**config.mk**
```make
export PLATFORM = sky130hd
export DESIGN_NAME = jss_out_fifo
export DESIGN_NICKNAME = d
export VERILOG_FILES = /design/src/rtl/jss_pkg.sv /design/src/rtl/jss_out_fifo.sv
export SDC_FILE = /design/constraint.sdc
export NUM_CORES = 1
export LEC_CHECK = 0
export ABC_AREA = 1
export BUFFER_PORTS_ARGS = -buffer_cell sky130_fd_sc_hd__buf_2
export CAP_MARGIN = 20
export CORE_UTILIZATION = 60
export DETAILED_ROUTE_END_ITERATION = 10
export GPL_ROUTABILITY_DRIVEN = 0
export GPL_TIMING_DRIVEN = 0
export PLACE_DENSITY = 0.83
export SYNTH_ARGS = -nofsm -noshare
export SYNTH_HDL_FRONTEND = slang
export SYNTH_SLANG_ARGS = --single-unit
```
**constraint.sdc**
```tcl
create_clock -name clk -period 8.4 [get_ports clk]
set_input_delay 0.42 -clock clk [delete_from_list [all_inputs] [get_ports clk]]
set_output_delay 0.42 -clock clk [all_outputs]
set_load 0.005 [all_outputs]
```
**src/rtl/jss_pkg.sv**
```systemverilog
// Shared types and constants of the Jacobi stencil sweep unit.
// Used by every module of the block but jss_ram; depends on nothing else.
package jss_pkg;

  localparam int VALUE_BITS     = 32;
  localparam int LINE_MAX       = 4096;
  localparam int COL_BITS       = $clog2(LINE_MAX);
  localparam int ROW_BITS       = 16;
  localparam int COLS_CFG_BITS  = 13;
  localparam int CFG_INDEX_BITS = 2;
  localparam int CFG_DATA_BITS  = 32;
  localparam int SUM_BITS       = VALUE_BITS + 2;
  localparam int LINE_BITS      = 2 * VALUE_BITS;
  localparam int FIFO_DEPTH     = 8;
  localparam int FIFO_PTR_BITS  = $clog2(FIFO_DEPTH);
  localparam int FIFO_CNT_BITS  = FIFO_PTR_BITS + 1;
  localparam int OCC_BITS       = FIFO_CNT_BITS + 1;

  localparam logic [ROW_BITS-1:0]      ROWS_MIN    = ROW_BITS'(3);
  localparam logic [COLS_CFG_BITS-1:0] COLS_MIN    = COLS_CFG_BITS'(3);
  localparam logic [COLS_CFG_BITS-1:0] COLS_MAX    = COLS_CFG_BITS'(LINE_MAX);
  localparam logic [ROW_BITS-1:0]      ROWS_RESET  = ROW_BITS'(3);
  localparam logic [COLS_CFG_BITS-1:0] COLS_RESET  = COLS_CFG_BITS'(3);
  localparam logic [VALUE_BITS-1:0]    THRESH_RESET = VALUE_BITS'(1);

  typedef enum logic [CFG_INDEX_BITS-1:0] {
    REG_GRID_ROWS   = 2'd0,
    REG_GRID_COLS   = 2'd1,
    REG_CONV_THRESH = 2'd2
  } cfg_reg_t;

  typedef struct packed {
    logic [VALUE_BITS-1:0] cell_value;
    logic                  sweep_start;
  } in_word_t;

  typedef struct packed {
    logic [VALUE_BITS-1:0] new_value;
    logic [ROW_BITS-1:0]   out_row;
    logic [COL_BITS-1:0]   out_col;
    logic [VALUE_BITS-1:0] cell_change;
    logic [VALUE_BITS-1:0] sweep_max_change;
    logic                  converged;
    logic                  sweep_done;
  } out_word_t;

  // Position of one word in the raster and what it triggers.
  typedef struct packed {
    logic [ROW_BITS-1:0] row;
    logic [COL_BITS-1:0] col;
    logic                emit;  // completes an interior cell
    logic                done;  // completes the last interior cell
    logic                clr;   // sweep start: maximum clears before this word
    logic                endg;  // last word of the grid: maximum clears after it
  } pos_t;

  typedef struct packed {
    logic                  valid;
    pos_t                  pos;
    logic [VALUE_BITS-1:0] nv;
    logic [VALUE_BITS-1:0] centre;
  } stencil_t;

  typedef struct packed {
    logic                  valid;
    pos_t                  pos;
    logic [VALUE_BITS-1:0] nv;
    logic [VALUE_BITS-1:0] chg;
  } change_t;

endpackage

```
**src/rtl/jss_out_fifo.sv**
```systemverilog
// Output queue of result words in front of the result channel.
// Depends on jss_pkg.
module jss_out_fifo (
  input  logic                               clk,
  input  logic                               rst_n,
  input  logic                               push,
  input  jss_pkg::out_word_t                 push_word,
  input  logic                               pop_ready,
  output logic                               pop_valid,
  output jss_pkg::out_word_t                 pop_word,
  output logic [jss_pkg::FIFO_CNT_BITS-1:0]  count
);

  jss_pkg::out_word_t                  mem_r [jss_pkg::FIFO_DEPTH];
  logic [jss_pkg::FIFO_PTR_BITS-1:0]   wr_ptr_r, rd_ptr_r;
  logic [jss_pkg::FIFO_CNT_BITS-1:0]   count_r, count_nxt;
  logic                                pop;

  assign pop_valid = (count_r != '0);
  assign pop_word  = mem_r[rd_ptr_r];
  assign pop       = pop_valid && pop_ready;
  assign count     = count_r;

  always_comb begin
    count_nxt = count_r;
    if (push && !pop) begin
      count_nxt = count_r + jss_pkg::FIFO_CNT_BITS'(1);
    end else if (pop && !push) begin
      count_nxt = count_r - jss_pkg::FIFO_CNT_BITS'(1);
    end
  end

  always_ff @(posedge clk) begin
    if (!rst_n) begin
      wr_ptr_r <= '0;
      rd_ptr_r <= '0;
      count_r  <= '0;
    end else begin
      if (push) begin
        wr_ptr_r <= wr_ptr_r + jss_pkg::FIFO_PTR_BITS'(1);
      end
      if (pop) begin
        rd_ptr_r <= rd_ptr_r + jss_pkg::FIFO_PTR_BITS'(1);
      end
      count_r <= count_nxt;
    end
  end

  always_ff @(posedge clk) begin
    if (push) begin
      mem_r[wr_ptr_r] <= push_word;
    end
  end

  a_no_overflow: assert property (@(posedge clk) disable iff (!rst_n)
    push |-> (count_r < jss_pkg::FIFO_CNT_BITS'(jss_pkg::FIFO_DEPTH)))
    else $error("result word pushed into a full output queue");

endmodule

```
==> impl_metrics.py <==
metrics = {
    "outcome": {
        "outcome": "finished, final reports clean",
    },
    "cells_and_area": {
        "syn_to_final_growth_pct": 15.9,
        "nNetsFinal": 3969,
        "fin_area_um2": 47100,
        "mostFrequentLayoutCells": "nor2_1 (1016), edfxtp_1 (1008), nand2_1 (649)",
        "final_core_util_pct": 70.2,
        "drive_above_1_share_pct": 15.7,
        "final_common_cell": "nor2_1",
    },
    "setup_path": {
        "crit_buf_inv": 4,
        "cp_max_fo": 10,
        "cp_cell_sequence": "buf_2 -> buf_2 -> buf_1 -> nand2_1 -> nand2_1 -> buf_2",
        "worst_path_most_repeated_cell": "buf_2",
        "cp-start-kind": "flop",
        "max_stage_delay_ps": 490,
        "worstSetupPathType": "reg -> out",
        "slowest_stage": "buf_1",
        "r2r_cells": 5,
        "crit_cells": 6,
        "cp.arrival_ps": 2770,
        "crit_path_end_kind": "output pin",
        "required_ps": 7980,
        "path_delay_family": "buffers and inverters",
    },
    "floorplan": {
        "start_util_pct": 60.5,
        "die-area_um2": 68800,
        "io_pins": 261,
        "die_h_um": 262,
        "row_count": 95,
        "die_w_um": 262,
        "core_um2": 67200,
    },
    "yosys": {
        "synth_seq_cells": 1021,
        "syn-cell-area_um2": 40700,
        "yosys_warnings": 0,
        "synth_async_sr_flop_share_pct": 0,
        "synthCells": 3434,
        "syn_avg_cell_area_um2": 11.8,
        "ys.flop_type": "edfxtp_1",
        "yosysUniqueCellTypes": 21,
        "seq_area_frac_synth_pct": 75.1,
        "synth_edf_count": 1008,
        "syn-num-nets": 3570,
    },
    "clock_network": {
        "ctsHtreeMaxLevel": 3,
        "postCtsResizedCells": 0,
        "cts_buffers": 98,
        "hold_buffers": 0,
        "clkTransAtPathRegs_ps": 60,
        "cts_root_buffer": "clkbuf_16",
        "clk_latency_ps": 660,
        "cts_tree": "built",
        "clock-sinks": 1021,
        "clk_path_buf_depth": 3,
        "post_cts_buffers": 0,
    },
    "grt": {
        "grt_max_degree": 32,
        "gr-usage-met3_pct": 6.60,
        "grt.total_usage_pct": 28.9,
        "grt.busiest_layer": "met2",
        "use_met2_pct": 48.6,
        "grt_pass1_wl_um": 150000,
        "grt-ovfl-total": 0,
        "antenna_found_initial": 25,
        "grt_util_met1_pct": 35.9,
        "grt_pass1_vias": 27000,
    },
    "route": {
        "routed_wl_um": 100000,
        "drt-pass1-iter-count": 6,
        "antenna_left": 0,
        "viasPerCell": 5.72,
        "drtIter0Drc": 3254,
        "drc": 0,
        "vias": 27500,
        "wl_per_cell_um": 20.8,
    },
    "worst_hold_path": {
        "hp-class": "in -> reg",
        "min_path_cells": 1,
    },
    "sta": {
        "finalHoldViolCount": 0,
        "max_freq_mhz": 313,
        "tightest_slew_ps": 921,
        "timing.setup.tns_ps": 0,
        "post-route-period-util_pct": 38.0,
        "final_max_slew_viol_count": 0,
        "skew_ps": 19.9,
        "setup_viol": 0,
        "finalCriticalPeriod_ps": 3190,
        "slew_headroom_pct": 38.5,
        "rsz0062_at_grt": "no",
    },
    "power_and_ir_drop": {
        "powerDensity_nw_per_um2": 278,
        "power_mw": 13.1,
        "total_leakage_power_nw": 17.6,
        "irDropWorstVdd_mv": 0.312,
    },
    "placed_design": {
        "portBuffers": 260,
        "placed_area_um2": 44000,
        "place_hpwl_um": 62900,
    },
    "run": {
        "max_cap_violations": 0,
    },
}
-- cells in the mapped netlist (11+ instances only) --
cell	number	area [µm²]
o21ai_0	99	495
buf_1	15	56.3
buf_4	34	255
edfxtp_1	1008	30300
buf_2	109	546
nor2_1	1024	3840
nand2_1	649	2440
clkbuf_1	22	82.6
dfxtp_1	13	260
o21ai_1	410	2050
inv_1	11	41.3
-- cell type report --
cell class                 count  area, µm²
fill                        4222      20000
antenna                       16       40.0
buffer                       193       1050
sequential                  1021      30500
tap                          873       1090
clock buffer                 111       2500
clock inverter                71        622
timing repair buffer         299       2150
inverter                      14       57.6
multi-input combinational   2206       9070
-- sequential cells by signal, summed over array words and instances (netlist names), named ones only --
signal and cells:
mem_r 1008, count 4, rd_ptr_r 3, wr_ptr_r 3
-- kinds of logic after synthesis --
kind of cell / after synthesis / share of synthesized area [%]
buffers and inverters: 207 / 2.74
flip-flops: 1021 / 75.1
AO/OA/AOI/OAI: 517 / 6.37
XOR/XNOR: 2 / 0.0431
adder cells (fa/ha/maj): 6 / 0.203
AND/OR/NAND/NOR: 1681 / 15.6
-- power breakdown --
part / switching [mW] / internal (mW) / total [mW]
Sequential: 0.0374 / 5.73 / 5.76
Clock: 1.83 / 2.42 / 4.26
Combinational: 2.09 / 1.00 / 3.10
-- path summary, 6_finish.rpt --
check           startpoint      endpoint  slack [ps]
max                   flop  pop_word[94]        5210
min          push_word[61]  mem_r[1][61]          30
max reg2reg    wr_ptr_r[0]  mem_r[3][91]        5960
min reg2reg    rd_ptr_r[2]          flop         510
-- metal layers --
layer	up-vias	part of all wire (%)	routed length, µm
li1	12600	-	-
met1	13000	36	35700
met2	1591	50	49600
met3	248	11	11300
met4	18	3.5	3470
met5	-	0.12	123
-- through the flow --
stage,hold WS (ps),cells,setup WS (ps)
after global placement,482,4567,-2420
after global routing,26.0,4797,5160
after floorplan,457,3434,1760
after detailed placement,488,4606,5740
after CTS,1.10,4788,5220
final,34.7,4804,5210
No activity file was read; power rests on OpenSTA's default activity.
