==> config.mk <==
export PLATFORM = sky130hd
export DESIGN_NAME = jss_raster_ctrl
export DESIGN_NICKNAME = d
export VERILOG_FILES = /design/src/rtl/jss_pkg.sv /design/src/rtl/jss_raster_ctrl.sv
export SDC_FILE = /design/constraint.sdc
export NUM_CORES = 1
export LEC_CHECK = 0
export ABC_CLOCK_PERIOD_IN_PS = 4100
export BUFFER_PORTS_ARGS = -buffer_cell sky130_fd_sc_hd__buf_4
export CORE_MARGIN = 5
export CORE_UTILIZATION = 25
export DETAILED_ROUTE_END_ITERATION = 10
export GPL_TIMING_DRIVEN = 0
export PLACE_DENSITY = 0.39
export SYNTH_ARGS = -nofsm -noshare
export SYNTH_HDL_FRONTEND = slang
export SYNTH_SLANG_ARGS = --single-unit
==> constraint.sdc <==
create_clock -name clk -period 4.1 [get_ports clk]
set_clock_uncertainty 0.1 [all_clocks]
set_input_delay 0.205 -clock clk [delete_from_list [all_inputs] [get_ports clk]]
set_output_delay 0.205 -clock clk [all_outputs]
set_load 0.01 [all_outputs]
==> src/rtl/jss_pkg.sv <==
// Shared types and constants of the Jacobi stencil sweep unit.
// Used by every module of the block but jss_ram; depends on nothing else.
package jss_pkg;

  localparam int VALUE_BITS     = 32;
  localparam int LINE_MAX       = 4096;
  localparam int COL_BITS       = $clog2(LINE_MAX);
  localparam int ROW_BITS       = 16;
  localparam int COLS_CFG_BITS  = 13;
  localparam int CFG_INDEX_BITS = 2;
  localparam int CFG_DATA_BITS  = 32;
  localparam int SUM_BITS       = VALUE_BITS + 2;
  localparam int LINE_BITS      = 2 * VALUE_BITS;
  localparam int FIFO_DEPTH     = 8;
  localparam int FIFO_PTR_BITS  = $clog2(FIFO_DEPTH);
  localparam int FIFO_CNT_BITS  = FIFO_PTR_BITS + 1;
  localparam int OCC_BITS       = FIFO_CNT_BITS + 1;

  localparam logic [ROW_BITS-1:0]      ROWS_MIN    = ROW_BITS'(3);
  localparam logic [COLS_CFG_BITS-1:0] COLS_MIN    = COLS_CFG_BITS'(3);
  localparam logic [COLS_CFG_BITS-1:0] COLS_MAX    = COLS_CFG_BITS'(LINE_MAX);
  localparam logic [ROW_BITS-1:0]      ROWS_RESET  = ROW_BITS'(3);
  localparam logic [COLS_CFG_BITS-1:0] COLS_RESET  = COLS_CFG_BITS'(3);
  localparam logic [VALUE_BITS-1:0]    THRESH_RESET = VALUE_BITS'(1);

  typedef enum logic [CFG_INDEX_BITS-1:0] {
    REG_GRID_ROWS   = 2'd0,
    REG_GRID_COLS   = 2'd1,
    REG_CONV_THRESH = 2'd2
  } cfg_reg_t;

  typedef struct packed {
    logic [VALUE_BITS-1:0] cell_value;
    logic                  sweep_start;
  } in_word_t;

  typedef struct packed {
    logic [VALUE_BITS-1:0] new_value;
    logic [ROW_BITS-1:0]   out_row;
    logic [COL_BITS-1:0]   out_col;
    logic [VALUE_BITS-1:0] cell_change;
    logic [VALUE_BITS-1:0] sweep_max_change;
    logic                  converged;
    logic                  sweep_done;
  } out_word_t;

  // Position of one word in the raster and what it triggers.
  typedef struct packed {
    logic [ROW_BITS-1:0] row;
    logic [COL_BITS-1:0] col;
    logic                emit;  // completes an interior cell
    logic                done;  // completes the last interior cell
    logic                clr;   // sweep start: maximum clears before this word
    logic                endg;  // last word of the grid: maximum clears after it
  } pos_t;

  typedef struct packed {
    logic                  valid;
    pos_t                  pos;
    logic [VALUE_BITS-1:0] nv;
    logic [VALUE_BITS-1:0] centre;
  } stencil_t;

  typedef struct packed {
    logic                  valid;
    pos_t                  pos;
    logic [VALUE_BITS-1:0] nv;
    logic [VALUE_BITS-1:0] chg;
  } change_t;

endpackage

==> src/rtl/jss_raster_ctrl.sv <==
// Row and column counters of the raster scan, with the interior and end decode.
// Depends on jss_pkg.
module jss_raster_ctrl (
  input  logic                               clk,
  input  logic                               rst_n,
  input  logic                               advance,
  input  logic                               sweep_start,
  input  logic [jss_pkg::ROW_BITS-1:0]       grid_rows,
  input  logic [jss_pkg::COLS_CFG_BITS-1:0]  grid_cols,
  output jss_pkg::pos_t                      pos
);

  logic [jss_pkg::ROW_BITS-1:0]        row_r, row_nxt;
  logic [jss_pkg::COL_BITS-1:0]        col_r, col_nxt;
  logic [jss_pkg::ROW_BITS-1:0]        rows;
  logic [jss_pkg::COLS_CFG_BITS-1:0]   cols;
  logic [jss_pkg::ROW_BITS-1:0]        r;
  logic [jss_pkg::COL_BITS-1:0]        c;
  logic [jss_pkg::ROW_BITS:0]          r_inc;
  logic [jss_pkg::COLS_CFG_BITS:0]     c_inc, c_inc2, cols_x;
  logic                                row_last, col_last;

  always_comb begin
    rows = (grid_rows < jss_pkg::ROWS_MIN) ? jss_pkg::ROWS_MIN : grid_rows;
    if (grid_cols < jss_pkg::COLS_MIN) begin
      cols = jss_pkg::COLS_MIN;
    end else if (grid_cols > jss_pkg::COLS_MAX) begin
      cols = jss_pkg::COLS_MAX;
    end else begin
      cols = grid_cols;
    end
    cols_x = (jss_pkg::COLS_CFG_BITS+1)'(cols);

    // A sweep start puts this word at the origin.
    r = sweep_start ? '0 : row_r;
    c = sweep_start ? '0 : col_r;

    r_inc    = (jss_pkg::ROW_BITS+1)'(r) + (jss_pkg::ROW_BITS+1)'(1);
    c_inc    = (jss_pkg::COLS_CFG_BITS+1)'(c) + (jss_pkg::COLS_CFG_BITS+1)'(1);
    c_inc2   = (jss_pkg::COLS_CFG_BITS+1)'(c) + (jss_pkg::COLS_CFG_BITS+1)'(2);
    row_last = r_inc >= (jss_pkg::ROW_BITS+1)'(rows);
    col_last = c_inc >= cols_x;

    pos.row  = r;
    pos.col  = c;
    pos.emit = (r >= jss_pkg::ROW_BITS'(2)) && (r < rows) && (c != '0) && (c_inc2 <= cols_x);
    pos.done = row_last && (c_inc2 == cols_x);
    pos.clr  = sweep_start;
    pos.endg = col_last && row_last;

    if (col_last) begin
      col_nxt = '0;
      row_nxt = row_last ? '0 : r_inc[jss_pkg::ROW_BITS-1:0];
    end else begin
      col_nxt = c_inc[jss_pkg::COL_BITS-1:0];
      row_nxt = r;
    end
  end

  always_ff @(posedge clk) begin
    if (!rst_n) begin
      row_r <= '0;
      col_r <= '0;
    end else if (advance) begin
      row_r <= row_nxt;
      col_r <= col_nxt;
    end
  end

endmodule

==> implementation parameters <==
Parameter                              Value

STA
  Slew @ Worst Pin    about 1.1 ns
  Setup total negative slack    0 ns
  Ratio of final minimum period to clock period    a little over nine tenths
  Setup repair after global routing missed its margin    yes
  Final worst-path setup slack    0.1388 ns
  Final count of pins violating max slew    0
  Count of endpoints failing setup in the final report    0
  Clock period minus worst slack    just under 4 ns
  Final count of hold timing violations    0
  Maximum clock frequency    between 200 and 300 MHz
  Slew headroom    between 20% and 30%
  Worst hold margin    between 0.2 and 0.3 ns

Setup path
  Critical Path Most Common Cell    sky130_fd_sc_hd__buf_4
  Endpoint of the worst register-to-register path    col_r[2]
  Worst reg2reg startpoint    col_r[0]
  Cell family with most CP delay    simple AND/OR/NAND/NOR gates
  Type of origin of the critical path    input port
  Critical path buffers and inverters    5
  Critical Path Start    sweep_start
  R2R setup slack    approximately 0.32 ns
  Critical Path End Type    output pin
  CP max FO    19
  Max stage delay cell, worst path    sky130_fd_sc_hd__or3_4
  Required time at the worst-slack endpoint    3.80 ns
  Cell-by-cell trace of the critical path    buf_4 > buf_6 > clkbuf_8 > nor2b_4 > ha_4 > nand3_4 > nor3_4 > and3_1 > nor2_1 > or2_2 > ha_1 > nand2_1 > or3_4 > a211o_4 > buf_4 > a21oi_1 > buf_4
  Path depth of the worst reg2reg path    14
  Logic depth of the worst path, buffers included    17
  Crit Path Category    in -> out
  CP peak stage delay    ~0.41 ns
  Data arrival time of the critical path    around 3.7 ns

CTS
  Clock insertion delay at the later pin of the skew report    0.28 ns
  Number of sinks on the clock net    28
  Total clock buffers created by CTS    3
  TritonCTS clock tree    yes
  Number of buffers inserted for hold repair after clock tree synthesis    0
  CTS Buffer Depth    2
  CTS H-Tree Depth    1
  CTS clk-pin slew, worst paths    around 0.08 ns
  Clock tree root buffer cell    sky130_fd_sc_hd__clkbuf_16

Synthesis
  Most used standard cells in the synthesized netlist    sky130_fd_sc_hd__ha_1 (63), sky130_fd_sc_hd__nand2_1 (47), sky130_fd_sc_hd__nand3_1 (34), sky130_fd_sc_hd__inv_1 (33), sky130_fd_sc_hd__nor2_1 (30)
  Unique cell type count in the Yosys netlist    66
  Commonest register cell after synthesis    sky130_fd_sc_hd__dfxtp_1
  Mean cell area of the mapped netlist    roughly 7.5 um^2
  Number of enable flip-flop cells after synthesis    0
  Post-Synthesis Net Count    approximately 600
  Most area-consuming cells after synthesis    sky130_fd_sc_hd__ha_1 (21%), sky130_fd_sc_hd__dfxtp_1 (15%), sky130_fd_sc_hd__nand2_1 (4.6%), sky130_fd_sc_hd__nand3_1 (4.4%), sky130_fd_sc_hd__nor2b_1 (3.9%)
  Proportion of register bits with asynchronous set or reset after synthesis    0%
  Cell with the most instances after synthesis    sky130_fd_sc_hd__ha_1
  Yosys top cell area share    about a fifth
  Number of synthesized register bits    28
  Area leader, netlist    sky130_fd_sc_hd__ha_1
  Cells after Synth    just over 500
  Cell Area, Synth    around 3800 um^2
  Total of warnings raised by yosys    0
  Portion of the post-synthesis area used by sequential elements    between 10% and 20%

Finish
  Final core occ    32.30%
  Share of layout cells above drive strength 1    around 22%
  Finished Layout Cells    slightly below 800
  Inserted Diodes    0
  Post-route design area    just under 5000 um^2
  Nets    just under 700
  Area Overhead vs Synth    27.29%

Global routing
  Vias in the first global route    4051
  Largest net degree at the start of global routing    20
  GRT Resource Usage Total    between 10% and 20%
  Number of antenna violations at the first check in global routing    0
  Wire length of the first global-routing pass    approximately 23 mm
  Sum of overflow across all layers after global routing    0

Placed design
  # placed instances    762
  Post-Place Cell Area    around 4500 um^2
  Pre-CTS setup slack    -1.610 ns
  HPWL after detailed placement    11.95 mm
  Placer's final routability congestion estimate    0.8155
  Number of input and output port buffers inserted    64

Detailed routing
  Total iterations of the first detailed-routing run    4
  Total DRC errors in the routed layout    0
  Iter 0 DRT Violations    284
  Vias post-DR    between 4000 and 5000
  Total Routed Length    ~15 mm
  Number of routed nets with antenna violations    0
  Routed length per instance    19.07 um
  Post-DR vias/cell    5.372

Hold path
  Startpoint of the tightest hold check path    rst_n
  Tightest Hold Check Type    in -> reg
  Number of cells traversed by the worst hold path    3
  Endpoint of the worst hold-timing path    row_r[15]

Die
  Width of the die    around 130 um
  Standard-cell rows    between 40 and 50
  Initial core utilization    between 20% and 30%
  Die outline height    133.8 um
  Die Footprint    approximately 18000 um^2
  Placeable core region    around 15000 um^2
  I/O pins    65

Job
  Reported max-cap violation count    0

Power and ir drop
  Leakage dissipation    2.223 nW
  Ratio of total power to cell area    between 150 and 200 nW/um^2
  Post-layout power    roughly 0.76 mW
  Highest ir drop seen on vdd    about 0.15 mV

Status
  Status    finished clean
==> registers in the layout, summed over array words and instances (netlist names) <==
register and flops:
col_r 12, row_r 16
==> worst reg2reg max path: stages (launching register included) <==
cell,delay [ns]
sky130_fd_sc_hd__dfxtp_1,0.38
sky130_fd_sc_hd__nand2_1,0.21
sky130_fd_sc_hd__inv_4,0.17
sky130_fd_sc_hd__ha_2,0.23
sky130_fd_sc_hd__nand2_1,0.11
sky130_fd_sc_hd__nor4_4,0.46
sky130_fd_sc_hd__xnor2_1,0.14
sky130_fd_sc_hd__ha_1,0.35
sky130_fd_sc_hd__a211oi_4,0.34
sky130_fd_sc_hd__o311a_4,0.28
sky130_fd_sc_hd__o21a_1,0.12
sky130_fd_sc_hd__clkbuf_4,0.19
sky130_fd_sc_hd__buf_2,0.31
sky130_fd_sc_hd__nand3_1,0.12
sky130_fd_sc_hd__a21oi_1,0.17
==> area by class of cell <==
class	count	area (um^2)
well taps	188	235.2
flip-flops and latches	28	561.8
multi-input cells	421	3176
plain buffers	24	152.6
clock buffers	3	75.07
fillers	1666	10220
repair buffers	71	533.0
inverters	36	140.1
==> how the worst max path moves through the flow <==
stage | slack [ns] | end
finish | 0.14 | pos[0]
global route | -0.02 | pos[0]
CTS | 0.003 | pos[0]
detailed placement | -1.61 | row_r[8]
global placement | -1.66 | row_r[12]
floorplan | 0.007 | pos[0]
==> repair_timing <==
| item | in CTS | in global routing |
|---|---|---|
| pin swaps | 4 | 2 |
| setup buffers | 5 | 2 |
| gates resized for setup | 32 | 23 |
| setup endpoints to repair | 31 | 16 |
==> placed cells by master (no fill, tap or decap), types with 4 or more instances in the layout <==
cell,synthesis,final
sky130_fd_sc_hd__a31oi_1,6,6
sky130_fd_sc_hd__and3_1,6,6
sky130_fd_sc_hd__a21oi_1,29,28
sky130_fd_sc_hd__nor2b_1,24,20
sky130_fd_sc_hd__nor3b_1,6,6
sky130_fd_sc_hd__o21a_1,7,7
sky130_fd_sc_hd__a32oi_1,4,4
sky130_fd_sc_hd__buf_4,2,74
sky130_fd_sc_hd__or2_2,4,4
sky130_fd_sc_hd__a41oi_1,5,5
sky130_fd_sc_hd__xnor2_1,15,14
sky130_fd_sc_hd__dfxtp_1,28,27
sky130_fd_sc_hd__nand2_1,47,47
sky130_fd_sc_hd__nor3_1,9,7
sky130_fd_sc_hd__nand3_1,34,32
sky130_fd_sc_hd__a211oi_1,5,4
sky130_fd_sc_hd__inv_1,33,29
sky130_fd_sc_hd__a21o_1,4,4
sky130_fd_sc_hd__o211ai_1,4,4
sky130_fd_sc_hd__nor2_1,30,30
sky130_fd_sc_hd__nand4_1,18,18
sky130_fd_sc_hd__nor4_1,11,11
sky130_fd_sc_hd__xor2_1,12,12
sky130_fd_sc_hd__o21ai_0,22,21
sky130_fd_sc_hd__ha_1,63,60
sky130_fd_sc_hd__clkbuf_1,18,11
==> cell families after synthesis <==
| group | Yosys count | synth area share (%) |
|---|---|---|
| AND/OR/NAND/NOR | 217 | 31.73 |
| adder cells (fa/ha/maj) | 63 | 20.59 |
| XOR/XNOR | 27 | 6.177 |
| flip-flops | 28 | 14.64 |
| AO/OA/AOI/OAI | 114 | 20.36 |
| buffers and inverters | 61 | 6.503 |
==> metal layers <==
layer	track usage, %	routed length, um	vias to the layer above
met1	24.63	7405	1991
met5	0	0	-
met2	25.10	6528	112
met4	1.543	70	0
li1	-	-	2033
met3	2.719	695	6
==> power breakdown <==
| part | switching, mW | internal (mW) | total, mW |
|---|---|---|---|
| registers | 0.0129 | 0.280 | 0.293 |
| clock network | 0.111 | 0.130 | 0.242 |
| logic | 0.131 | 0.0929 | 0.224 |
| total | 0.255 | 0.503 | 0.759 |
Note: power is estimated with default switching activity, not from simulation.
