$ cat config.mk
export PLATFORM = sky130hd
export DESIGN_NAME = jss_change_track
export DESIGN_NICKNAME = d
export VERILOG_FILES = /design/src/rtl/jss_pkg.sv /design/src/rtl/jss_change_track.sv
export SDC_FILE = /design/constraint.sdc
export NUM_CORES = 1
export LEC_CHECK = 0
export ABC_AREA = 1
export BUFFER_PORTS_ARGS = -buffer_cell sky130_fd_sc_hd__buf_2
export CORE_AREA = 3 3 139 141
export CTS_CLUSTER_DIAMETER = 80
export CTS_CLUSTER_SIZE = 40
export DETAILED_ROUTE_END_ITERATION = 10
export DIE_AREA = 0 0 142 144
export PLACE_DENSITY = 0.89
export SYNTH_ARGS = -nofsm -noshare
export SYNTH_HDL_FRONTEND = slang
export SYNTH_SLANG_ARGS = --single-unit
$ cat constraint.sdc
create_clock -name clk -period 5.9 [get_ports clk]
set_input_delay 0.59 -clock clk [delete_from_list [all_inputs] [get_ports clk]]
set_output_delay 0.59 -clock clk [all_outputs]
set_load 0.03 [all_outputs]
$ cat src/rtl/jss_pkg.sv
// Shared types and constants of the Jacobi stencil sweep unit.
// Used by every module of the block but jss_ram; depends on nothing else.
package jss_pkg;

  localparam int VALUE_BITS     = 32;
  localparam int LINE_MAX       = 4096;
  localparam int COL_BITS       = $clog2(LINE_MAX);
  localparam int ROW_BITS       = 16;
  localparam int COLS_CFG_BITS  = 13;
  localparam int CFG_INDEX_BITS = 2;
  localparam int CFG_DATA_BITS  = 32;
  localparam int SUM_BITS       = VALUE_BITS + 2;
  localparam int LINE_BITS      = 2 * VALUE_BITS;
  localparam int FIFO_DEPTH     = 8;
  localparam int FIFO_PTR_BITS  = $clog2(FIFO_DEPTH);
  localparam int FIFO_CNT_BITS  = FIFO_PTR_BITS + 1;
  localparam int OCC_BITS       = FIFO_CNT_BITS + 1;

  localparam logic [ROW_BITS-1:0]      ROWS_MIN    = ROW_BITS'(3);
  localparam logic [COLS_CFG_BITS-1:0] COLS_MIN    = COLS_CFG_BITS'(3);
  localparam logic [COLS_CFG_BITS-1:0] COLS_MAX    = COLS_CFG_BITS'(LINE_MAX);
  localparam logic [ROW_BITS-1:0]      ROWS_RESET  = ROW_BITS'(3);
  localparam logic [COLS_CFG_BITS-1:0] COLS_RESET  = COLS_CFG_BITS'(3);
  localparam logic [VALUE_BITS-1:0]    THRESH_RESET = VALUE_BITS'(1);

  typedef enum logic [CFG_INDEX_BITS-1:0] {
    REG_GRID_ROWS   = 2'd0,
    REG_GRID_COLS   = 2'd1,
    REG_CONV_THRESH = 2'd2
  } cfg_reg_t;

  typedef struct packed {
    logic [VALUE_BITS-1:0] cell_value;
    logic                  sweep_start;
  } in_word_t;

  typedef struct packed {
    logic [VALUE_BITS-1:0] new_value;
    logic [ROW_BITS-1:0]   out_row;
    logic [COL_BITS-1:0]   out_col;
    logic [VALUE_BITS-1:0] cell_change;
    logic [VALUE_BITS-1:0] sweep_max_change;
    logic                  converged;
    logic                  sweep_done;
  } out_word_t;

  // Position of one word in the raster and what it triggers.
  typedef struct packed {
    logic [ROW_BITS-1:0] row;
    logic [COL_BITS-1:0] col;
    logic                emit;  // completes an interior cell
    logic                done;  // completes the last interior cell
    logic                clr;   // sweep start: maximum clears before this word
    logic                endg;  // last word of the grid: maximum clears after it
  } pos_t;

  typedef struct packed {
    logic                  valid;
    pos_t                  pos;
    logic [VALUE_BITS-1:0] nv;
    logic [VALUE_BITS-1:0] centre;
  } stencil_t;

  typedef struct packed {
    logic                  valid;
    pos_t                  pos;
    logic [VALUE_BITS-1:0] nv;
    logic [VALUE_BITS-1:0] chg;
  } change_t;

endpackage

$ cat src/rtl/jss_change_track.sv
// Absolute change per cell and the running maximum of the sweep; builds the result word.
// Depends on jss_pkg.
module jss_change_track (
  input  logic                            clk,
  input  logic                            rst_n,
  input  jss_pkg::stencil_t               stencil,
  input  logic [jss_pkg::VALUE_BITS-1:0]  threshold,
  output logic                            s3_valid,
  output logic                            push,
  output jss_pkg::out_word_t              push_word
);

  jss_pkg::change_t               chg_r;
  logic [jss_pkg::VALUE_BITS-1:0] diff;
  logic [jss_pkg::VALUE_BITS-1:0] max_r, max_nxt, base, new_max;

  assign diff = (stencil.centre >= stencil.nv) ? (stencil.centre - stencil.nv)
                                               : (stencil.nv - stencil.centre);

  always_comb begin
    base    = chg_r.pos.clr ? '0 : max_r;
    new_max = (chg_r.pos.emit && (chg_r.chg > base)) ? chg_r.chg : base;
    max_nxt = max_r;
    if (chg_r.valid) begin
      max_nxt = chg_r.pos.endg ? '0 : new_max;
    end

    push                       = chg_r.valid && chg_r.pos.emit;
    push_word.new_value        = chg_r.nv;
    push_word.out_row          = chg_r.pos.row - jss_pkg::ROW_BITS'(1);
    push_word.out_col          = chg_r.pos.col;
    push_word.cell_change      = chg_r.chg;
    push_word.sweep_max_change = new_max;
    push_word.converged        = chg_r.pos.done && (new_max < threshold);
    push_word.sweep_done       = chg_r.pos.done;
  end

  always_ff @(posedge clk) begin
    if (!rst_n) begin
      chg_r.valid <= 1'b0;
      max_r       <= '0;
    end else begin
      chg_r.valid <= stencil.valid;
      max_r       <= max_nxt;
    end
    if (stencil.valid) begin
      chg_r.pos <= stencil.pos;
      chg_r.nv  <= stencil.nv;
      chg_r.chg <= diff;
    end
  end

  assign s3_valid = chg_r.valid;

endmodule

==> results of run 1 <==
==> worst max-delay path: cells and delay by family (launching register included) <==
| family | cells | cell delay (ns) |
|---|---|---|
| DFF | 1 | 0.38 |
| buffers and inverters | 4 | 0.90 |
| and+or+nand+nor | 9 | 1.12 |
| adders and majority gates | 2 | 0.62 |
| AOI/OAI and AO/OA | 7 | 1.36 |
==> synth_stat cells, drive strengths merged (2+ instances only) <==
cell type / number / share of area [%]
nand2: 298 / 11
a21oi: 191 / 9.0
inv: 186 / 6.6
ha: 127 / 15
nor2: 113 / 4.1
edfxtp: 96 / 27
buf: 89 / 6.2
o21ai: 64 / 3.1
xor2: 38 / 3.1
dfxtp: 33 / 6.2
nand3: 19 / 0.99
clkbuf: 16 / 0.56
nor3: 13 / 0.70
o21a: 12 / 0.85
xnor2: 10 / 0.82
o211ai: 8 / 0.56
o221ai: 7 / 0.58
mux2i: 6 / 0.56
a21o: 5 / 0.35
nand4: 5 / 0.29
a211oi: 4 / 0.28
a21boi: 4 / 0.28
a31oi: 4 / 0.23
o2111ai: 4 / 0.33
o21bai: 4 / 0.28
o31ai: 4 / 0.41
fa: 2 / 0.38
nor4: 2 / 0.12
==> power groups by stage <==
stage / clock network (mW) / logic, mW / registers (mW)
floorplan: 0 / 1.01 / 1.15
global placement: 0 / 1.30 / 1.17
detailed placement: 0 / 1.33 / 1.17
CTS: 1.04 / 1.34 / 1.16
global route: 1.08 / 1.48 / 1.17
finish: 1.03 / 1.36 / 1.16
==> what timing repair did <==
action,4_1_cts,5_1_grt
hold endpoints to repair,0,0
setup endpoints to repair,0,1
resized for setup,0,1
==> per-layer routing <==
metal / GRT usage [%] / routed length [um]
met2: 52.8 / 15300
met4: 9.75 / 914
met1: 36.4 / 11900
met5: 0 / 0
met3: 4.33 / 2450
==> through the flow <==
step / area (um2) / hold WS (ns) / total power, mW
after floorplan: 10700 / 0.445 / 2.16
after global placement: 11600 / 0.452 / 2.47
after detailed placement: 11600 / 0.456 / 2.50
after CTS: 12100 / 0.329 / 3.53
after global routing: 12100 / 0.327 / 3.72
final: 12100 / 0.332 / 3.55
==> logic make-up (layout without fill, tap and decap cells) <==
family | after synthesis | count (layout) | synth area share, %
AO/OA/AOI/OAI | 316 | 316 | 16.7
buffers and inverters | 291 | 482 | 13.3
adder cells (fa/ha/maj) | 129 | 129 | 15.3
other | 0 | 1 | 0
XOR/XNOR | 48 | 48 | 3.95
AND/OR/NAND/NOR | 452 | 452 | 16.9
multiplexers | 6 | 6 | 0.564
flip-flops | 129 | 129 | 33.3
==> worst paths after layout <==
path | startpoint | to | slack (ns) | depth (start not counted)
worst max-delay path | chg_r[65] | push_word[1] | 0.47 | 22
worst min-delay path | stencil[85] | chg_r[85] | 0.33 | 1
worst max register to register | chg_r[65] | max_r[4] | 2.43 | 17
worst min register to register | max_r[3] | max_r[3] | 0.46 | 2
==> flip-flops by register name (all words and copies together) (netlist names) <==
signal	count
max_r	32
s3_valid	1
chg_r	19
push_word	77
==> layout make-up <==
type                       count  area [um2]  area share, %
antenna                        1        2.50         0.0206
clock buffer                  18         429           3.54
clock inverter                14         140           1.15
inverter                     186         698           5.75
multi-input combinational    951        5700           47.0
sequential                   129        3540           29.2
tap                          229         287           2.36
timing repair buffer         264        1340           11.0
==> metrics.txt, run 1 <==
# TYPE chip_impl_metric gauge
chip_impl_info{name="result_of_the_run",value="completed"} 1
chip_impl_metric{name="cts_setup_buffers",unit=""} 0
chip_impl_metric{name="antenna_found_initial",unit=""} 1
chip_impl_metric{name="grt_pass1_wl",unit="um"} 47800
chip_impl_metric{name="ys_async_sr_fraction",unit="%"} 0
chip_impl_metric{name="h_tree_depth",unit=""} 4
chip_impl_metric{name="synth_warnings",unit=""} 0
chip_impl_metric{name="io_buffers",unit=""} 258
chip_impl_metric{name="first_pass_iters",unit=""} 6
chip_impl_metric{name="post-dp-hpwl",unit="um"} 24300
chip_impl_metric{name="crit_path_max_fanout",unit=""} 31
chip_impl_metric{name="dp_cells",unit=""} 1759
chip_impl_metric{name="syn2layout_area_growth",unit="%"} 13.9
chip_impl_metric{name="clock-sinks",unit=""} 129
chip_impl_metric{name="fin_crit_sh",unit="%"} 92.0
chip_impl_metric{name="routed_wirelength",unit="um"} 30500
chip_impl_metric{name="finalSetupViolCount",unit=""} 0
chip_impl_info{name="leading_register_cell_type_out_of_synthesis",value="sky130_fd_sc_hd__edfxtp_1"} 1
chip_impl_metric{name="fmax",unit="MHz"} 184
chip_impl_metric{name="fin_skew",unit="ns"} 0.0101
chip_impl_metric{name="die_h",unit="um"} 144
chip_impl_metric{name="power_switching_share",unit="%"} 40.0
chip_impl_metric{name="share_clk_of_total_power",unit="%"} 29.1
chip_impl_metric{name="remaining_drc_errors",unit=""} 0
chip_impl_metric{name="avgViaCountPerCell",unit=""} 5.62
chip_impl_metric{name="fill_cell_instance_count_of_the_final_layout",unit=""} 1485
chip_impl_metric{name="vdd_ir_drop_max",unit="mV"} 0.206
chip_impl_metric{name="grt_use_total",unit="%"} 29.4
chip_impl_metric{name="syn-num-nets",unit=""} 1631
chip_impl_info{name="layout.cells.most_common_list",value="sky130_fd_sc_hd__nand2_1, sky130_fd_sc_hd__buf_2, sky130_fd_sc_hd__a21oi_1"} 1
chip_impl_metric{name="switching_power",unit="mW"} 1.42
chip_impl_info{name="critical_path.cell_chain",value="inv_1 -> buf_4 -> nand2_1 -> ha_1 -> a21oi_1 -> nand2_1 -> nand2_1 -> nand3_1 -> a21oi_1 -> nand2_1 -> nand2_4 -> buf_4 -> nor2_1 -> a21oi_1 -> ha_1 -> a21oi_1 -> nand3b_1 -> a21oi_1 -> a2111oi_0 -> nand2_1 -> a21oi_1 -> buf_2"} 1
chip_impl_metric{name="design.core.area",unit="mm2"} 0.0181
chip_impl_info{name="grt_setup_unrepaired",value="no"} 1
chip_impl_metric{name="fin_ws",unit="ns"} 0.474
chip_impl_metric{name="comb_power_share",unit="%"} 38.2
chip_impl_metric{name="critPathArrivalTime",unit="ns"} 4.84
chip_impl_metric{name="yosysUniqueCellTypes",unit=""} 46
chip_impl_metric{name="drt-wirelength-per-cell",unit="um"} 17.0
chip_impl_metric{name="grt_max_degree",unit=""} 55
chip_impl_metric{name="number_of_instances_in_the_synthesized_netlist",unit=""} 1371
chip_impl_info{name="timing.critical_path.to_type",value="output pin"} 1
chip_impl_info{name="root_buf_cell",value="sky130_fd_sc_hd__clkbuf_16"} 1
chip_impl_metric{name="syn-mean-instance-area",unit="um2"} 7.77
chip_impl_metric{name="fp.dieArea",unit="mm2"} 0.0204
chip_impl_metric{name="gr-total-overflow",unit=""} 0
chip_impl_metric{name="finalMaxSlewViolations",unit=""} 0
chip_impl_metric{name="cp_slowest_stage_delay",unit="ns"} 0.42
chip_impl_metric{name="clk_path_buf_depth",unit=""} 2
chip_impl_metric{name="effective_utilization_at_floorplan",unit="%"} 58.9
chip_impl_metric{name="power_per_cell_area",unit="mW/mm2"} 292
chip_impl_metric{name="share_seq_of_total_power",unit="%"} 32.7
chip_impl_metric{name="drt_iter0_markers",unit=""} 849
chip_impl_metric{name="synth.ff_latch_count",unit=""} 129
chip_impl_metric{name="total_leakage_power",unit="nW"} 5.86
chip_impl_info{name="timing.hold.worst.class",value="input port to register"} 1
chip_impl_info{name="tritoncts_clock_tree",value="done"} 1
chip_impl_metric{name="post_cts_hold_buffer_count",unit=""} 0
chip_impl_info{name="crit_top_cell",value="sky130_fd_sc_hd__a21oi_1"} 1
chip_impl_metric{name="clk_latency",unit="ns"} 0.43
chip_impl_metric{name="timing.final.hold_violations",unit=""} 0
chip_impl_metric{name="intPower",unit="mW"} 2.13
chip_impl_metric{name="top_level_ports",unit=""} 259
chip_impl_info{name="critical_path.slowest_cell",value="sky130_fd_sc_hd__a2111oi_0"} 1
chip_impl_metric{name="finalWeightedCongestion",unit=""} 0.968
chip_impl_metric{name="final_util",unit="%"} 67.1
chip_impl_metric{name="post_route_cells_drive_above_1_share",unit="%"} 20.0
chip_impl_metric{name="drtAntennaViolNets",unit=""} 0
chip_impl_metric{name="routed-via-count",unit=""} 10071
chip_impl_metric{name="post_synth_instance_area",unit="mm2"} 0.0107
chip_impl_metric{name="period_needed",unit="ns"} 5.43
chip_impl_metric{name="tightest_slew",unit="ns"} 1.11
chip_impl_info{name="mostFrequentLayoutCell",value="sky130_fd_sc_hd__nand2_1"} 1
chip_impl_metric{name="slew_headroom",unit="%"} 25.8
chip_impl_metric{name="cts.clk_slew.worst_paths",unit="ns"} 0.06
chip_impl_metric{name="tns",unit="ns"} 0
chip_impl_info{name="path_class",value="register to output pin"} 1
chip_impl_metric{name="std_cell_rows",unit=""} 49
chip_impl_metric{name="final_nets",unit=""} 1809
chip_impl_info{name="critical_path.startpoint_type",value="register"} 1
chip_impl_metric{name="first_global_vias",unit=""} 9624
chip_impl_metric{name="instances_no_fill",unit=""} 1792
chip_impl_metric{name="die_w",unit="um"} 142
chip_impl_metric{name="cts_inserted_buffers",unit=""} 17
chip_impl_metric{name="cap_violations",unit=""} 0
chip_impl_metric{name="place_ws",unit="ns"} 0.984
chip_impl_metric{name="count_of_flip_flops_with_a_built_in_enable_after_synthesis",unit=""} 96
chip_impl_metric{name="synth_seq_area_share",unit="%"} 33.3
chip_impl_metric{name="worst_ep_required_time",unit="ns"} 5.31
(Power assumes the default switching activity.)
==> run 2, diff against run 1 <==
--- a/config.mk
+++ b/config.mk
@@ -5,14 +5,13 @@
 export SDC_FILE = /design/constraint.sdc
 export NUM_CORES = 1
 export LEC_CHECK = 0
-export ABC_AREA = 1
 export BUFFER_PORTS_ARGS = -buffer_cell sky130_fd_sc_hd__buf_2
-export CORE_AREA = 3 3 139 141
+export CORE_AREA = 3 3 137 139
 export CTS_CLUSTER_DIAMETER = 80
 export CTS_CLUSTER_SIZE = 40
 export DETAILED_ROUTE_END_ITERATION = 10
-export DIE_AREA = 0 0 142 144
-export PLACE_DENSITY = 0.89
+export DIE_AREA = 0 0 140 142
+export PLACE_DENSITY = 0.9
 export SYNTH_ARGS = -nofsm -noshare
 export SYNTH_HDL_FRONTEND = slang
 export SYNTH_SLANG_ARGS = --single-unit
==> run 2 against run 1 <==
Against the previous run: count of clock-buffer cells in the layout increased by 4; hold slack improved by 0.0020 ns; fmax decreased by 4.7%; via count decreased by 11%; critical path depth decreased by 2; synthesized area decreased by 2.2%; first-iteration DRC count decreased by 15%; clock power about the same; setup slack got worse by 0.27 ns; die area decreased by 2.8%; critical path type unchanged; critical endpoint unchanged.
==> metrics.txt, run 2 <==
# TYPE chip_impl_metric gauge
chip_impl_metric{name="clock-sinks",unit=""} 129
chip_impl_metric{name="grt_max_degree",unit=""} 93
chip_impl_metric{name="count_of_flip_flops_with_a_built_in_enable_after_synthesis",unit=""} 96
chip_impl_info{name="post_synth_most_frequent_cells",value="sky130_fd_sc_hd__ha_1, sky130_fd_sc_hd__inv_1, sky130_fd_sc_hd__edfxtp_1"} 1
chip_impl_metric{name="power_per_cell_area",unit="mW/mm2"} 292
chip_impl_metric{name="finalWeightedCongestion",unit=""} 0.986
chip_impl_metric{name="synth_seq_area_share",unit="%"} 34.0
chip_impl_metric{name="synth.ff_latch_count",unit=""} 129
chip_impl_metric{name="dp_cells",unit=""} 1495
chip_impl_metric{name="place_ws",unit="ns"} 0.254
chip_impl_info{name="critical_path.startpoint_type",value="register"} 1
chip_impl_info{name="leading_register_cell_type_out_of_synthesis",value="sky130_fd_sc_hd__edfxtp_1"} 1
chip_impl_metric{name="post-synth-top-area-fraction",unit="%"} 27.7
chip_impl_metric{name="period_needed",unit="ns"} 5.70
chip_impl_metric{name="effective_utilization_at_floorplan",unit="%"} 58.6
chip_impl_metric{name="number_of_instances_in_the_synthesized_netlist",unit=""} 1125
chip_impl_metric{name="post_synth_instance_area",unit="mm2"} 0.0104
chip_impl_metric{name="clk_latency",unit="ns"} 0.42
chip_impl_metric{name="final_util",unit="%"} 66.8
chip_impl_info{name="timing.hold.worst.class",value="input port to register"} 1
chip_impl_metric{name="remaining_drc_errors",unit=""} 0
chip_impl_metric{name="global_route.usage.met3",unit="%"} 5.34
chip_impl_metric{name="power",unit="mW"} 3.47
chip_impl_metric{name="worst_ep_required_time",unit="ns"} 5.31
chip_impl_metric{name="avgViaCountPerCell",unit=""} 5.83
chip_impl_info{name="yosys.area.top_type",value="sky130_fd_sc_hd__edfxtp_1"} 1
chip_impl_metric{name="timing.final.hold_violations",unit=""} 0
chip_impl_metric{name="cts.clk_slew.worst_paths",unit="ns"} 0.06
chip_impl_metric{name="tns",unit="ns"} 0
chip_impl_metric{name="largest_register_ff_count",unit=""} 77
chip_impl_metric{name="antenna_found_initial",unit=""} 1
chip_impl_metric{name="routed_wirelength",unit="um"} 27400
chip_impl_info{name="timing.critical_path.to_type",value="output pin"} 1
chip_impl_metric{name="first_pass_iters",unit=""} 5
chip_impl_metric{name="drtAntennaViolNets",unit=""} 0
chip_impl_metric{name="die_w",unit="um"} 140
chip_impl_metric{name="finalSetupViolCount",unit=""} 0
chip_impl_metric{name="h_tree_depth",unit=""} 4
chip_impl_info{name="path_class",value="register to output pin"} 1
chip_impl_metric{name="die_h",unit="um"} 142
chip_impl_metric{name="fp.dieArea",unit="mm2"} 0.0199
chip_impl_info{name="result_of_the_run",value="completed"} 1
chip_impl_metric{name="finalMaxSlewViolations",unit=""} 0
chip_impl_metric{name="syn-num-nets",unit=""} 1385
chip_impl_metric{name="fin_skew",unit="ns"} 0.00539
chip_impl_metric{name="syn2layout_area_growth",unit="%"} 14.0
chip_impl_metric{name="fin_ws",unit="ns"} 0.205
chip_impl_metric{name="io_buffers",unit=""} 258
chip_impl_info{name="top_usage_layer",value="met2"} 1
chip_impl_metric{name="drt_iter0_markers",unit=""} 718
chip_impl_metric{name="critPathArrivalTime",unit="ns"} 5.11
chip_impl_metric{name="grtUsageMet1",unit="%"} 33.4
chip_impl_metric{name="ys_async_sr_fraction",unit="%"} 0
chip_impl_info{name="tritoncts_clock_tree",value="done"} 1
chip_impl_metric{name="fmax",unit="MHz"} 176
chip_impl_metric{name="grt_pass1_wl",unit="um"} 42600
chip_impl_info{name="netlist_top_cells_area",value="sky130_fd_sc_hd__edfxtp_1, sky130_fd_sc_hd__ha_1, sky130_fd_sc_hd__dfxtp_1"} 1
chip_impl_metric{name="fin_crit_sh",unit="%"} 96.5
chip_impl_info{name="root_buf_cell",value="sky130_fd_sc_hd__clkbuf_16"} 1
chip_impl_metric{name="post_route_cells_drive_above_1_share",unit="%"} 25.3
chip_impl_metric{name="syn-mean-instance-area",unit="um2"} 9.26
chip_impl_info{name="yosysMostFrequentCell",value="sky130_fd_sc_hd__ha_1"} 1
chip_impl_metric{name="crit_path_max_fanout",unit=""} 42
chip_impl_metric{name="gr-total-overflow",unit=""} 0
chip_impl_metric{name="slew_headroom",unit="%"} 19.0
chip_impl_metric{name="total_leakage_power",unit="nW"} 5.70
chip_impl_metric{name="instances_no_fill",unit=""} 1532
chip_impl_metric{name="grt_use_total",unit="%"} 26.4
chip_impl_metric{name="yosysUniqueCellTypes",unit=""} 74
chip_impl_metric{name="routed-via-count",unit=""} 8929
chip_impl_metric{name="top_level_ports",unit=""} 259
chip_impl_metric{name="clk_path_buf_depth",unit=""} 2
chip_impl_metric{name="synth_warnings",unit=""} 0
chip_impl_metric{name="post-dp-hpwl",unit="um"} 21300
chip_impl_metric{name="first_global_vias",unit=""} 8690
chip_impl_info{name="mostFrequentLayoutCell",value="sky130_fd_sc_hd__buf_2"} 1
chip_impl_metric{name="fill_cell_instance_count_of_the_final_layout",unit=""} 1442
chip_impl_metric{name="vdd_ir_drop_max",unit="mV"} 0.211
chip_impl_metric{name="grt_use_met2",unit="%"} 44.9
chip_impl_metric{name="std_cell_rows",unit=""} 49
chip_impl_metric{name="drt-wirelength-per-cell",unit="um"} 17.9
chip_impl_metric{name="cts_inserted_buffers",unit=""} 17
chip_impl_info{name="layout.cells.most_common_list",value="sky130_fd_sc_hd__buf_2, sky130_fd_sc_hd__ha_1, sky130_fd_sc_hd__inv_1"} 1
chip_impl_metric{name="final_nets",unit=""} 1549
chip_impl_metric{name="design.core.area",unit="mm2"} 0.0178
chip_impl_metric{name="tightest_slew",unit="ns"} 1.22
chip_impl_metric{name="cap_violations",unit=""} 0
## run 2: cell count changes after synthesis, sizes merged, moves of 18 or more
cell	change
nor2	-66
nand2	-223
buf	+19
a22o	+32
xor2	-18
a21o	+47
a21oi	-100
nand2b	+39
inv	-69
nand4	+21
## run 2: cell type report
type	instances	area (um2)	share of cell area [%]
tap	229	287	2.41
timing repair buffer	266	1360	11.5
multi-input combinational	758	5650	47.6
antenna	1	2.50	0.0211
inverter	117	439	3.70
clock inverter	10	97.6	0.822
sequential	129	3540	29.8
clock buffer	22	495	4.17
## run 2: metrics by stage
stage               instance area [um2]  hold slack, ns
floorplan                         10400           0.434
global placement                  11200           0.450
detailed placement                11200           0.461
CTS                               11800           0.323
global route                      11900           0.319
finish                            11900           0.334
## run 2: report_power, final
group          leakage (nW)  total [mW]  internal (mW)  switching (mW)
sequential             1.21        1.18           1.09          0.0851
combinational          4.22        1.25          0.436           0.814
clock                 0.273        1.04          0.639           0.404
## run 2: logic make-up after synthesis
group | synth area share, %
AOI/OAI and AO/OA | 21.5
muxes | 1.32
and+or+nand+nor | 11.8
adders and majority gates | 15.6
DFF | 34.0
xor gates and xnor gates | 3.61
buffers and inverters | 12.1
## run 2: timing repair
item | CTS | global route
resized for setup | 2 | 5
buffers inserted | 1 | 3
endpoints found under the hold margin | 0 | 0
endpoints found under the setup margin | 1 | 1
hold buffers | 0 | 0
## run 2: final timing paths
check,startpoint,cells after the start,slack (ns),endpoint
max reg2reg,chg_r[65],10,1.97,max_r[9]
min,stencil[68],1,0.33,push_word[66]
min reg2reg,max_r[20],1,0.48,max_r[20]
max,chg_r[65],20,0.20,push_word[1]
## run 2: per-layer routing
layer | vias to the layer above | part of all wire, %
met5 | - | 0
met4 | 0 | 3.2
met3 | 59 | 7.4
met2 | 395 | 48
met1 | 4193 | 41
li1 | 4282 | -
## run 2: critical path: stages (launching register included)
cell and delay, ns:
sky130_fd_sc_hd__edfxtp_1 0.47, sky130_fd_sc_hd__buf_4 0.23, sky130_fd_sc_hd__nand2b_1 0.19, sky130_fd_sc_hd__ha_1 0.31, sky130_fd_sc_hd__nand4_1 0.17, sky130_fd_sc_hd__or3_1 0.40, sky130_fd_sc_hd__o221a_2 0.27, sky130_fd_sc_hd__o22ai_4 0.26
sky130_fd_sc_hd__buf_12 0.24, sky130_fd_sc_hd__buf_4 0.22, sky130_fd_sc_hd__nand2_1 0.07, sky130_fd_sc_hd__o21ai_0 0.12, sky130_fd_sc_hd__ha_1 0.30, sky130_fd_sc_hd__a21o_1 0.16, sky130_fd_sc_hd__a21oi_1 0.14, sky130_fd_sc_hd__nor3_1 0.07
sky130_fd_sc_hd__o311ai_0 0.30, sky130_fd_sc_hd__a21boi_0 0.14, sky130_fd_sc_hd__nor4bb_1 0.28, sky130_fd_sc_hd__o21a_1 0.16, sky130_fd_sc_hd__buf_2 0.19
==> run 3, diff against run 2 <==
--- a/config.mk
+++ b/config.mk
@@ -6,12 +6,13 @@
 export NUM_CORES = 1
 export LEC_CHECK = 0
 export BUFFER_PORTS_ARGS = -buffer_cell sky130_fd_sc_hd__buf_2
-export CORE_AREA = 3 3 137 139
+export CORE_AREA = 3 3 177 179
 export CTS_CLUSTER_DIAMETER = 80
 export CTS_CLUSTER_SIZE = 40
 export DETAILED_ROUTE_END_ITERATION = 10
-export DIE_AREA = 0 0 140 142
-export PLACE_DENSITY = 0.9
+export DIE_AREA = 0 0 180 182
+export MAX_ROUTING_LAYER = met4
+export PLACE_DENSITY = 0.59
 export SYNTH_ARGS = -nofsm -noshare
 export SYNTH_HDL_FRONTEND = slang
 export SYNTH_SLANG_ARGS = --single-unit
==> constraint.sdc (replaced) <==
create_clock -name clk -period 6.3 [get_ports clk]
set_input_delay 0.63 -clock clk [delete_from_list [all_inputs] [get_ports clk]]
set_output_delay 0.63 -clock clk [all_outputs]
set_load 0.03 [all_outputs]
==> run 3 against run 2 <==
Against the previous run: clock power rose by 6%; utilization fell by 26 points; power fell by 2.9%; clock skew rose by 0.0029 ns; largest power group unchanged; flip-flop and latch count did not move; cell area rose by 2.3%; global-route usage fell by 8.4 points.
==> metrics.txt, run 3 (synthesis results as in run 2) <==
# TYPE chip_impl_metric gauge
chip_impl_metric{name="grtUsageMet1",unit="%"} 23.7
chip_impl_info{name="reg2reg_to",value="max_r[0]"} 1
chip_impl_metric{name="worst_hold_slack",unit="ns"} 0.381
chip_impl_metric{name="cts.clk_slew.worst_paths",unit="ns"} 0.06
chip_impl_metric{name="post_route_cells_drive_above_1_share",unit="%"} 25.4
chip_impl_metric{name="clock-sinks",unit=""} 129
chip_impl_info{name="critical_path.endpoint",value="push_word[1]"} 1
chip_impl_metric{name="slew_headroom",unit="%"} 36.6
chip_impl_metric{name="setup.reg_to_reg.worst_slack",unit="ns"} 2.70
chip_impl_metric{name="vdd_ir_drop_max",unit="mV"} 0.133
chip_impl_metric{name="die_h",unit="um"} 182
chip_impl_info{name="timing.critical_path.to_type",value="output pin"} 1
chip_impl_metric{name="power_per_cell_area",unit="mW/mm2"} 277
chip_impl_metric{name="first_pass_iters",unit=""} 5
chip_impl_metric{name="grt_pass1_wl",unit="um"} 46000
chip_impl_metric{name="switching_power",unit="mW"} 1.23
chip_impl_info{name="worst_setup_path_startpoint",value="chg_r[65]"} 1
chip_impl_info{name="top_usage_layer",value="met2"} 1
chip_impl_metric{name="crit_path_max_fanout",unit=""} 39
chip_impl_metric{name="fin_crit_sh",unit="%"} 94.8
chip_impl_metric{name="comb_power_share",unit="%"} 34.7
chip_impl_metric{name="total_leakage_power",unit="nW"} 5.74
chip_impl_metric{name="grt_use_met2",unit="%"} 28.5
chip_impl_metric{name="cts_inserted_buffers",unit=""} 17
chip_impl_info{name="root_buf_cell",value="sky130_fd_sc_hd__clkbuf_16"} 1
chip_impl_metric{name="drt-wirelength-per-cell",unit="um"} 17.3
chip_impl_metric{name="io_buffers",unit=""} 258
chip_impl_info{name="start_point_of_the_worst_min_delay_path",value="stencil[69]"} 1
chip_impl_info{name="tritoncts_clock_tree",value="done"} 1
chip_impl_metric{name="final_nets",unit=""} 1551
chip_impl_metric{name="routed_wirelength",unit="um"} 29300
chip_impl_metric{name="share_clk_of_total_power",unit="%"} 32.5
chip_impl_metric{name="post-dp-hpwl",unit="um"} 23600
chip_impl_metric{name="multi_input_comb_area",unit="mm2"} 0.00565
chip_impl_metric{name="finalMaxSlewViolations",unit=""} 0
chip_impl_info{name="layout.cells.most_common_list",value="sky130_fd_sc_hd__buf_2, sky130_fd_sc_hd__ha_1, sky130_fd_sc_hd__inv_1"} 1
chip_impl_metric{name="critPathArrivalTime",unit="ns"} 5.34
chip_impl_info{name="timing.hold.worst.class",value="input port to register"} 1
chip_impl_metric{name="final_util",unit="%"} 40.9
chip_impl_metric{name="global_route.usage.met3",unit="%"} 3.35
chip_impl_metric{name="fin_ws",unit="ns"} 0.329
chip_impl_metric{name="finalSetupViolCount",unit=""} 0
chip_impl_info{name="result_of_the_run",value="completed"} 1
chip_impl_metric{name="post_cts_hold_buffer_count",unit=""} 0
chip_impl_metric{name="fin_skew",unit="ns"} 0.00827
chip_impl_metric{name="finalWeightedCongestion",unit=""} 0.897
chip_impl_metric{name="gr-total-overflow",unit=""} 0
chip_impl_metric{name="die_w",unit="um"} 180
chip_impl_metric{name="design.core.area",unit="mm2"} 0.0297
chip_impl_metric{name="reg2regPathDepth",unit=""} 13
chip_impl_metric{name="power_switching_share",unit="%"} 36.4
chip_impl_metric{name="routed-via-count",unit=""} 8527
chip_impl_metric{name="place_ws",unit="ns"} 0.327
chip_impl_metric{name="top_level_ports",unit=""} 259
chip_impl_metric{name="clk_path_buf_depth",unit=""} 2
chip_impl_metric{name="cap_violations",unit=""} 0
chip_impl_metric{name="drt_iter0_markers",unit=""} 569
chip_impl_metric{name="clk_latency",unit="ns"} 0.42
chip_impl_metric{name="syn2layout_area_growth",unit="%"} 16.6
chip_impl_info{name="ff_to_ff_start",value="chg_r[65]"} 1
chip_impl_info{name="mostFrequentLayoutCell",value="sky130_fd_sc_hd__buf_2"} 1
chip_impl_metric{name="timing.final.hold_violations",unit=""} 0
chip_impl_metric{name="drtAntennaViolNets",unit=""} 0
chip_impl_metric{name="tightest_slew",unit="ns"} 0.951
chip_impl_metric{name="h_tree_depth",unit=""} 4
chip_impl_metric{name="fill_cell_instance_count_of_the_final_layout",unit=""} 2949
chip_impl_metric{name="antenna_found_initial",unit=""} 2
chip_impl_metric{name="tns",unit="ns"} 0
chip_impl_info{name="path_class",value="register to output pin"} 1
chip_impl_metric{name="fp.dieArea",unit="mm2"} 0.0328
chip_impl_metric{name="share_seq_of_total_power",unit="%"} 32.8
chip_impl_metric{name="largest_register_ff_count",unit=""} 77
chip_impl_metric{name="intPower",unit="mW"} 2.14
chip_impl_metric{name="avgViaCountPerCell",unit=""} 5.03
chip_impl_metric{name="remaining_drc_errors",unit=""} 0
chip_impl_metric{name="first_global_vias",unit=""} 8564
chip_impl_metric{name="grt_use_total",unit="%"} 18.0
chip_impl_metric{name="worst_ep_required_time",unit="ns"} 5.67
chip_impl_metric{name="effective_utilization_at_floorplan",unit="%"} 35.1
chip_impl_metric{name="grt_max_degree",unit=""} 73
chip_impl_metric{name="fmax",unit="MHz"} 167
chip_impl_metric{name="std_cell_rows",unit=""} 63
chip_impl_metric{name="period_needed",unit="ns"} 5.97
chip_impl_info{name="critical_path.startpoint_type",value="register"} 1
chip_impl_metric{name="seqCellArea",unit="mm2"} 0.00354
run 3: area by class of cell:
| type | instances | share of cell area [%] |
|---|---|---|
| Multi-Input combinational cell | 759 | 46.5 |
| Sequential cell | 129 | 29.2 |
| Timing Repair Buffer | 267 | 11.3 |
| Tap cell | 390 | 4.02 |
| Clock buffer | 19 | 3.65 |
| Inverter | 117 | 3.61 |
| Clock inverter | 13 | 1.71 |
| Antenna cell | 2 | 0.0412 |
run 3: worst max-delay path, stage by stage (launching register included):
cell and delay (ns):
sky130_fd_sc_hd__edfxtp_1 0.41, sky130_fd_sc_hd__buf_4 0.16, sky130_fd_sc_hd__buf_4 0.18, sky130_fd_sc_hd__nand2b_1 0.18
sky130_fd_sc_hd__ha_1 0.31, sky130_fd_sc_hd__nand4_1 0.17, sky130_fd_sc_hd__or3_1 0.42, sky130_fd_sc_hd__o211ai_1 0.39
sky130_fd_sc_hd__o22ai_4 0.23, sky130_fd_sc_hd__buf_12 0.22, sky130_fd_sc_hd__o21ai_0 0.30, sky130_fd_sc_hd__ha_1 0.32
sky130_fd_sc_hd__a21o_1 0.17, sky130_fd_sc_hd__a21o_1 0.17, sky130_fd_sc_hd__a21o_1 0.18, sky130_fd_sc_hd__a21o_1 0.17
sky130_fd_sc_hd__a21oi_1 0.14, sky130_fd_sc_hd__o211ai_1 0.09, sky130_fd_sc_hd__o211ai_1 0.11, sky130_fd_sc_hd__nor4bb_1 0.26
sky130_fd_sc_hd__o21a_1 0.16, sky130_fd_sc_hd__buf_2 0.19
run 3: worst min-delay path by stage:
stage,cells after the start,end,slack (ns)
after global placement,1,max_r[0],0.45
after global routing,1,push_word[67],0.36
after detailed placement,1,max_r[27],0.46
after floorplan,1,max_r[0],0.43
final,1,push_word[67],0.38
after CTS,1,push_word[67],0.36
run 3: layer usage:
metal	share of wire, %	vias to the layer above
li1	-	4283
met2	46	268
met3	4.9	28
met5	0	-
met4	1.8	0
met1	47	3948
run 3: stage by stage:
stage	total power [mW]	std cells	cell area (um2)
2_1_floorplan	1.99	1125	10400
3_3_place_gp	2.27	1657	11400
3_5_place_dp	2.29	1657	11400
4_1_cts	3.40	1691	12100
5_1_grt	3.56	1696	12200
6_report	3.37	1696	12200
run 3: power by group through the flow:
stage	Combinational, mW	Sequential, mW	Clock (mW)
5_1_grt	1.28	1.12	1.16
2_1_floorplan	0.900	1.09	0
4_1_cts	1.17	1.11	1.12
6_report	1.17	1.10	1.10
3_5_place_dp	1.16	1.13	0
3_3_place_gp	1.15	1.12	0
run 3: what timing repair did:
item | in CTS | in global routing
pin swaps | 1 | 1
gates cloned | 1 | 0
setup buffers | 1 | 3
gates resized for setup | 0 | 3
endpoints found under the setup margin | 1 | 1
